## config.mk

```make
export PLATFORM = sky130hd
export DESIGN_NAME = alarm_start_stop_qualifier
export DESIGN_NICKNAME = d
export VERILOG_FILES = /design/src/hw/rtl/assq_pkg.sv /design/src/hw/rtl/assq_core.sv /design/src/hw/rtl/assq_out_reg.sv /design/src/hw/rtl/alarm_start_stop_qualifier.sv
export SDC_FILE = /design/constraint.sdc
export NUM_CORES = 1
export LEC_CHECK = 0
export ABC_AREA = 0
export ABC_CLOCK_PERIOD_IN_PS = 4410
export BUFFER_PORTS_ARGS = -buffer_cell sky130_fd_sc_hd__buf_2
export CORE_ASPECT_RATIO = 1.5
export CORE_MARGIN = 10
export CORE_UTILIZATION = 25
export DETAILED_ROUTE_END_ITERATION = 7
export GPL_ROUTABILITY_DRIVEN = 0
export SLEW_MARGIN = 15
export SYNTH_ARGS = -nofsm -noshare
export SYNTH_HDL_FRONTEND = slang
export SYNTH_SLANG_ARGS = --single-unit
```

## constraint.sdc

```tcl
create_clock -name clk_i -period 4.41 [get_ports clk_i]
set_input_delay 0.2205 -clock clk_i [delete_from_list [all_inputs] [get_ports clk_i]]
set_output_delay 0.2205 -clock clk_i [all_outputs]
set_load 0.01 [all_outputs]
```

## src/hw/rtl/assq_pkg.sv

```systemverilog
// ----------------------------------------------------------------------------
// assq_pkg
// Types, constants and helpers shared by the alarm start/stop qualifier.
// ----------------------------------------------------------------------------
package assq_pkg;

  localparam int unsigned COUNT_WIDTH = 16;
  localparam int unsigned THR_WIDTH   = 16;
  localparam int unsigned CMP_WIDTH   = (COUNT_WIDTH > THR_WIDTH) ? COUNT_WIDTH : THR_WIDTH;
  localparam int unsigned CFG_IDX_W   = 2;

  typedef logic [COUNT_WIDTH-1:0] count_t;
  typedef logic [THR_WIDTH-1:0]   thr_t;
  typedef logic [CMP_WIDTH-1:0]   cmp_t;

  localparam count_t CountMax = {COUNT_WIDTH{1'b1}};

  typedef enum logic [CFG_IDX_W-1:0] {
    CFG_START_THR   = 2'd0,
    CFG_HOLDOFF_THR = 2'd1,
    CFG_STOP_THR    = 2'd2
  } cfg_idx_e;

  typedef enum logic [1:0] {
    EV_NONE  = 2'd0,
    EV_START = 2'd1,
    EV_STOP  = 2'd2
  } event_e;

  localparam logic REQ_FRAME = 1'b0;
  localparam logic REQ_CLEAR = 1'b1;

  typedef struct packed {
    logic req_type;
    logic alarm_level;
  } req_t;

  typedef struct packed {
    logic [1:0] event_res;
    logic       alarm_active;
  } res_t;

  typedef struct packed {
    thr_t start_thr;
    thr_t holdoff_thr;
    thr_t stop_thr;
  } cfg_t;

  typedef struct packed {
    count_t rise_count;
    count_t fall_count;
    count_t holdoff_count;
    logic   started;
    logic   stop_armed;
    logic   holdoff_running;
  } state_t;

  function automatic count_t sat_inc(input count_t v);
    return (v == CountMax) ? v : count_t'(v + count_t'(1));
  endfunction

  function automatic logic cnt_gt_thr(input count_t c, input thr_t t);
    return cmp_t'(c) > cmp_t'(t);
  endfunction

endpackage

```

## src/hw/rtl/assq_core.sv

```systemverilog
// ----------------------------------------------------------------------------
// assq_core
// Next-state and result logic for one qualifier step.
// ----------------------------------------------------------------------------
module assq_core import assq_pkg::*; (
  input  state_t state_i,
  input  cfg_t   cfg_i,
  input  req_t   req_i,
  output state_t state_o,
  output res_t   res_o
);

  count_t rise_n;
  count_t fall_n;
  count_t hold_n;
  state_t nxt;
  event_e ev;

  always_comb begin
    nxt    = state_i;
    ev     = EV_NONE;
    rise_n = (req_i.alarm_level && !state_i.started) ? sat_inc(state_i.rise_count) : '0;
    fall_n = (!req_i.alarm_level && state_i.stop_armed) ? sat_inc(state_i.fall_count) : '0;
    hold_n = state_i.holdoff_running ? sat_inc(state_i.holdoff_count) : state_i.holdoff_count;
    nxt.rise_count = rise_n;
    nxt.fall_count = fall_n;
    if (req_i.req_type == REQ_CLEAR) begin
      nxt = '0;
    end else if (cnt_gt_thr(rise_n, cfg_i.start_thr)) begin
      nxt.started         = 1'b1;
      nxt.holdoff_running = 1'b1;
      nxt.rise_count      = '0;
      ev                  = EV_START;
    end else begin
      nxt.holdoff_count = hold_n;
      if (cnt_gt_thr(hold_n, cfg_i.holdoff_thr)) begin
        nxt.stop_armed      = 1'b1;
        nxt.holdoff_running = 1'b0;
        nxt.holdoff_count   = '0;
      end
      if (cnt_gt_thr(fall_n, cfg_i.stop_thr)) begin
        nxt.stop_armed = 1'b0;
        nxt.started    = 1'b0;
        nxt.fall_count = '0;
        ev             = EV_STOP;
      end
    end
  end

  assign state_o            = nxt;
  assign res_o.event_res    = ev;
  assign res_o.alarm_active = nxt.started;

endmodule

```

## src/hw/rtl/assq_out_reg.sv

```systemverilog
// ----------------------------------------------------------------------------
// assq_out_reg
// Result register with valid/stall handshake toward the consumer.
// ----------------------------------------------------------------------------
module assq_out_reg import assq_pkg::*; (
  input  logic clk_i,
  input  logic rst_ni,
  input  logic load_i,
  input  res_t res_i,
  input  logic out_stall_i,
  output logic out_valid_o,
  output res_t out_res_o,
  output logic busy_o
);

  logic valid_q, valid_d;
  res_t res_q;

  assign valid_d = load_i | (valid_q & out_stall_i);

  always_ff @(posedge clk_i or negedge rst_ni) begin
    if (!rst_ni) begin
      valid_q <= 1'b0;
    end else begin
      valid_q <= valid_d;
    end
  end

  always_ff @(posedge clk_i) begin
    if (load_i) begin
      res_q <= res_i;
    end
  end

  assign out_valid_o = valid_q;
  assign out_res_o   = res_q;
  // hold the upstream while an untaken result sits here
  assign busy_o      = valid_q & out_stall_i;

endmodule

```

## src/hw/rtl/alarm_start_stop_qualifier.sv

```systemverilog
// ----------------------------------------------------------------------------
// alarm_start_stop_qualifier
// The result is valid in the cycle after its request is accepted.
// Takes one request per cycle while the output is not stalled, set by the single-step state update.
// Input stalls only while a finished result waits to be taken.
// Reset clears all qualifier state and loads thresholds 5 / 100 / 5.
// ----------------------------------------------------------------------------
module alarm_start_stop_qualifier import assq_pkg::*; (
  input  logic                 clk_i,
  input  logic                 rst_ni,
  input  logic                 cfg_we_i,
  input  logic [CFG_IDX_W-1:0] cfg_idx_i,
  input  thr_t                 cfg_data_i,
  input  logic                 in_valid_i,
  output logic                 in_stall_o,
  input  req_t                 in_req_i,
  output logic                 out_valid_o,
  input  logic                 out_stall_i,
  output res_t                 out_res_o
);

  cfg_t   cfg_q;
  state_t state_q, state_d;
  res_t   res_d;
  logic   busy;
  logic   accept;

  assign in_stall_o = busy;
  assign accept     = in_valid_i & ~busy;

  always_ff @(posedge clk_i or negedge rst_ni) begin
    if (!rst_ni) begin
      cfg_q.start_thr   <= thr_t'(5);
      cfg_q.holdoff_thr <= thr_t'(100);
      cfg_q.stop_thr    <= thr_t'(5);
    end else if (cfg_we_i) begin
      unique case (cfg_idx_i)
        CFG_START_THR:   cfg_q.start_thr   <= cfg_data_i;
        CFG_HOLDOFF_THR: cfg_q.holdoff_thr <= cfg_data_i;
        CFG_STOP_THR:    cfg_q.stop_thr    <= cfg_data_i;
        default:         ;
      endcase
    end
  end

  always_ff @(posedge clk_i or negedge rst_ni) begin
    if (!rst_ni) begin
      state_q <= '0;
    end else if (accept) begin
      state_q <= state_d;
    end
  end

  assq_core u_core (
    .state_i (state_q),
    .cfg_i   (cfg_q),
    .req_i   (in_req_i),
    .state_o (state_d),
    .res_o   (res_d)
  );

  assq_out_reg u_out (
    .clk_i       (clk_i),
    .rst_ni      (rst_ni),
    .load_i      (accept),
    .res_i       (res_d),
    .out_stall_i (out_stall_i),
    .out_valid_o (out_valid_o),
    .out_res_o   (out_res_o),
    .busy_o      (busy)
  );

endmodule

```

Yosys cells after proc, flatten, opt, wreduce, memory -nomap -nowiden

Cells that the tools add are included.

Bitwise operators: 4
Equal/unequal tests: 6
Shifts and indexed selects: 0
Reduce and logical (&&, ||, !) cells: 14
Add/subtract/negate cells: 3
Divide/modulo/power cells: 0
Muxes and demuxes: 18
$mul: 0
Magnitude comparators: 3

Operators with widths:

| kind                                           | count |
|---|---|
| 2-to-1 mux 16 bit                              | 9 |
| 2-to-1 mux 51 bit                              | 1 |
| adder 16 x 1 -> 16 bit (second input constant) | 3 |
| == test 16 bit (second input constant)         | 3 |
| greater-than comparator 16 bit                 | 3 |
| 2-to-1 mux 32 bit                              | 1 |
| AND reduction 2 bit                            | 5 |
| 2-to-1 mux 2 bit                               | 3 |
| nonzero test 3 bit                             | 2 |
| 2-to-1 mux 1 bit                               | 4 |
| AND reduction 3 bit                            | 1 |
| bitwise AND 1 bit                              | 2 |
| == test 2 x 1 -> 1 bit (second input constant) | 1 |
| == test 2 bit (second input constant)          | 1 |
| logical AND 1 bit                              | 2 |
| zero test 1 bit                                | 2 |
| zero test 2 bit                                | 1 |
| != test 2 bit (second input constant)          | 1 |
| OR reduction 2 bit                             | 1 |
| NOT 1 bit                                      | 1 |
| OR 1 bit                                       | 1 |

Memories: 0
ROM bits: 0
Flip-flop bits (word level): 103
Word-level logic and storage cells: 61
Memory bits (writable): 0
Latch bits: 0

Longest topological paths before layout

Word-level depth: 8
Depth in mapped cells: 17
Gate-level depth less buffers: 14

Modules after synthesis

From an unflattened synthesis, not the netlist that was laid out.

Cell total of the unflattened synthesis: 706
Area total of the unflattened synthesis: 7044.3 µm²

By module, submodules not included:

| module                     | times used | area an instance (µm²) | cells an instance | seq. area each (µm²) |
|---|---|---|---|---|
| alarm_start_stop_qualifier | 1          | 3711.1                 | 211               | 2486.1 |
| assq_core                  | 1          | 3204.3                 | 489               | 0.0 |
| assq_out_reg               | 1          | 128.9                  | 6                 | 115.1 |

Worst setup path before layout

No wires, ideal clock.

Kind: register to register
Start point: register state_q[35] in the netlist's numbering
End point: register state_q[43] in the netlist's numbering
Arrival time: 3.577 ns
Cell stages (with the launch flop): 18
Required time: 4.345 ns
Path slack: 0.768 ns
Buffers on the path: 3
Clock period less this slack: 3.642 ns
Library setup time: 0.065 ns
Cell sequence: dfrtp_1 > ha_1 > and3_1 > and4_1 > clkbuf_1 > a21boi_0 > and3_1 > xnor2_1 > nor2_1 > ha_1 > a21oi_1 > o21ai_0 > a2111o_1 > o31a_4 > buf_6 > buf_6 > nor4b_1 > o22a_1

Longest elaborated chain between the ends: 6

Ends and longest elaborated chain:

| element                                                  | line                             | text |
|---|---|---|
| start: declaration                                       | alarm_start_stop_qualifier.sv:23 | `state_t state_q, state_d;` |
| start signal: assignment                                 | alarm_start_stop_qualifier.sv:50 | `state_q <= state_d;` |
| adder 16 x 1 -> 16 bit or == test 16 bit (tied branches) | assq_pkg.sv:59                   | `return (v == CountMax) ? v : count_t'(v + count_t'(1));` |
| 2-to-1 mux 16 bit *                                      | assq_pkg.sv:59                   |  |
| 2-to-1 mux 16 bit *                                      | assq_core.sv:22                  | `rise_n = (req_i.alarm_level && !state_i.started) ? sat_inc(state_i.rise_count) : '0;` |
| greater-than comparator 16 bit                           | assq_pkg.sv:63                   | `return cmp_t'(c) > cmp_t'(t);` |
| 2-to-1 mux 16 bit *                                      | assq_core.sv:29                  | `end else if (cnt_gt_thr(rise_n, cfg_i.start_thr)) begin` |
| 2-to-1 mux 51 bit *                                      | assq_core.sv:27                  | `if (req_i.req_type == REQ_CLEAR) begin` |

Every way passes the cells marked *; elsewhere a longest branch is shown, timed or not.
A chain may end at the register's enable or synchronous reset.

Final worst setup path

Start point: register state_q[35] in the netlist's numbering
End point: register state_q[12] in the netlist's numbering

Longest elaborated chain between the ends: 6

Ends and longest elaborated chain:

| element                                                  | line |
|---|---|
| adder 16 x 1 -> 16 bit or == test 16 bit (tied branches) | assq_pkg.sv:59 |
| 2-to-1 mux 16 bit *                                      | assq_pkg.sv:59 |
| 2-to-1 mux 16 bit *                                      | assq_core.sv:22 |
| greater-than comparator 16 bit *                         | assq_pkg.sv:63 |
| != test 2 bit (no source line) *                         | n/a |
| AND reduction 2 bit (no source line) *                   | n/a |

Marks and branches as above.

==> out/metrics.cfg <==
[run_status]
status = finished with violations
violations = hold timing

[final_layout]
fill_cells = 2648
area_growth_pct = 12.8
nets = 782
drive_gt1_frac = 0.152
stdcell_area_sq_mm = 0.00723
multi_input_area_sq_mm = 0.00348
regArea_sq_mm = 0.00260
n_antenna_cell = 0
fin_cells = 1039

[timing]
tns_ns = 0
slew_headroom = 0.398
worst-slew-pin-transition_ns = 0.900
slew_viol_final = 0
fin_skew_ns = 0.00954
setup_violations = 0
period_share = 0.902
final-hold-violation-count = 8
max_freq_mhz = 251
whs_ns = -0.0255
period_minus_slack_ns = 3.98
rsz0062_at_grt = false

[global_routing]
track_usage = 0.103
grt_pass1_wl_um = 26600
grt_pass1_vias = 5077
grt_max_degree = 69
overflow = 0
antenna_found_initial = 2

[route]
drtIter0Drc = 293
ant_nets = 0
drc = 0
wire_per_inst_um = 16.0
vias = 5129
dr.pass1.iters = 4
routed_wirelength_um = 16600
vias_per_cell = 4.94

[power_and_ir_drop]
leakagePower_nw = 3.21
power_density_mw_per_mm2 = 315
swShare = 0.296
intPower_mw = 1.60
combinationalPowerShare = 0.173
power.share.sequential = 0.485
peakVddDrop_uv = 157
clockPowerShare = 0.342
p_sw_mw = 0.676

[synth]
synthArstFlopShare = 0.971
synth_top_area_share = 0.363
synth_edf_count = 3
syn_nets = 754
synth_most_common_cell = dfrtp_1
synth.ff_latch_count = 103
synth.distinct_cells = 62
ys_warn_count = 0
ys.flop_type = dfrtp_1
yosysSeqAreaShare = 0.406
synthesis.area_sq_mm = 0.00641
synth_area_per_cell_sq_um = 9.45
syn_inst = 678
synth_area_leaders = dfrtp_1 (36%), ha_1 (10%), mux2_2 (5.8%), nand2_1 (4.9%), inv_1 (3.5%)
synth_top_area_cell = dfrtp_1
yosys-top-cells-count = dfrtp_1 (93), nand2_1 (83), inv_1 (59)

[critical_path]
critPathTopFamily = simple AND/OR/NAND/NOR gates
r2r-end = state_q[12]
crit_required_ns = 4.64
setup.worst_path.class = flop to flop
cp_max_fo = 21
cp_slowest_cell = a21boi_0
r2r_slack_ns = 0.43
timing.rr.start = state_q[35]
worst-path-buf-inv = 1
end_kind = flop
start_kind = flop
r2r_cells = 15
path_cells = ha_1, and3_1, and4_1, nand2_1, nand4_1, xor2_1, nor2_1, ha_1, nand4_1, nor4_1, a21boi_0, o31a_4, nor3_4, buf_4, a221o_1
slowest_delay_ns = 0.41
critPathArrivalTime_ns = 4.21

[clock_tree]
clk_latency_ns = 0.35
cts_tree = yes
clk_path_buf_depth = 2
cts_sinks = 103
ctsResizeCount = 0
cts_hold_buf = 0
post_cts_buffers = 0
cts_made_buffers = 9
root_buffer = clkbuf_16
path_clk_slew_ns = 0.07
h-tree-depth = 3

[floorplanning]
io_pins = 30
die_area_sq_mm = 0.0326
fp.dieW_um = 151
dieHeight_um = 216
start_util = 0.255
rows = 71
core_sq_mm = 0.0251

[run]
maxCapViolCount = 0

[hold_path]
hp-class = primary input to asynchronous set/reset pin

[placed_design]
placed_area_sq_mm = 0.00695
post-place-cells = 1023
port_buffers = 29
hpwl_um = 12700

[worst max path at each step]
stage / depth (start not counted) / slack [ns] / endpoint / start
2_1_floorplan: 17 / 0.77 / state_q[43] / state_q[35]
3_3_place_gp: 14 / 0.56 / state_q[18] / state_q[35]
3_5_place_dp: 15 / 0.48 / state_q[12] / state_q[35]
4_1_cts: 15 / 0.47 / state_q[12] / state_q[35]
5_1_grt: 14 / 0.09 / state_q[23] / state_q[19]
6_report: 15 / 0.43 / state_q[12] / state_q[35]
[metrics by stage]
step	power [mW]	util	hold WS (ns)	setup WS (ns)
global route	2.41	0.288	0.0481	0.0898
finish	2.28	0.288	-0.0255	0.433
detailed placement	1.52	0.276	0.414	0.476
global placement	1.51	0.276	0.406	0.557
CTS	2.31	0.288	0.0411	0.466
floorplan	1.37	-	-0.0751	0.768
[cell type report]
cell class,instances,area share
flip-flops and latches,103,0.360
inverters,59,0.0306
clock inverters,6,0.00744
well taps,328,0.0568
clock buffers,10,0.0317
multi-input cells,493,0.482
repair buffers,40,0.0318
[routing by layer]
metal | wire (um) | vias to the layer above | track usage
li1 | - | 2524 | -
met3 | 450 | 27 | 0.0161
met2 | 8620 | 77 | 0.181
met4 | 497 | 4 | 0.0460
met1 | 7040 | 2497 | 0.118
met5 | 32 | - | 0
[flip-flops by register name (all words and copies together) (netlist names)]
register / flops
state_q: 51
cfg_q: 48
u_out.out_res_o: 3
u_out.out_valid_o: 1
[power groups by stage]
stage	clock network [mW]	logic, mW	registers, mW
2_1_floorplan	0	0.263	1.10
3_3_place_gp	0	0.389	1.12
3_5_place_dp	0	0.399	1.12
4_1_cts	0.804	0.402	1.11
5_1_grt	0.846	0.447	1.12
6_report	0.779	0.395	1.10
[cell usage in the layout (no fill, tap or decap), drive strengths merged, types with 5 or more instances in the layout]
| master | netlist | routed |
|---|---|---|
| xor2 | 9 | 9 |
| nor2 | 29 | 29 |
| inv | 59 | 61 |
| ha | 51 | 51 |
| dfstp | 7 | 7 |
| nor3 | 20 | 20 |
| nand3 | 18 | 18 |
| a2111oi | 5 | 5 |
| nand2b | 6 | 6 |
| nand4 | 19 | 19 |
| a31oi | 8 | 8 |
| nor4 | 9 | 9 |
| clkbuf | 17 | 10 |
| a22o | 21 | 21 |
| a21o | 8 | 8 |
| and4 | 10 | 10 |
| buf | 6 | 40 |
| mux2 | 33 | 33 |
| and3 | 11 | 11 |
| o21ai | 37 | 37 |
| xnor2 | 13 | 13 |
| o211ai | 5 | 5 |
| dfrtp | 93 | 93 |
| a21oi | 29 | 29 |
| nand2 | 83 | 83 |
| nor2b | 5 | 5 |
[worst reg2reg max path, cell delays in order (launching register included)]
cell and delay, ns:
dfrtp_1 0.40, ha_1 0.17, and3_1 0.22, and4_1 0.33, nand2_1 0.19, nand4_1 0.20, xor2_1 0.15, nor2_1 0.06
ha_1 0.32, nand4_1 0.12, nor4_1 0.27, a21boi_0 0.41, o31a_4 0.38, nor3_4 0.07, buf_4 0.21, a221o_1 0.36
[logic make-up (layout without fill, tap and decap cells)]
| kind of cell | Yosys count | after routing | synth area share |
|---|---|---|---|
| AO/OA/AOI/OAI | 157 | 157 | 0.171 |
| flip-flops | 103 | 103 | 0.406 |
| adder cells (fa/ha/maj) | 51 | 51 | 0.0996 |
| buffers and inverters | 82 | 115 | 0.0512 |
| multiplexers | 35 | 35 | 0.0611 |
| AND/OR/NAND/NOR | 228 | 228 | 0.182 |
| XOR/XNOR | 22 | 22 | 0.0301 |
No activity file was read; power rests on OpenSTA's default activity.
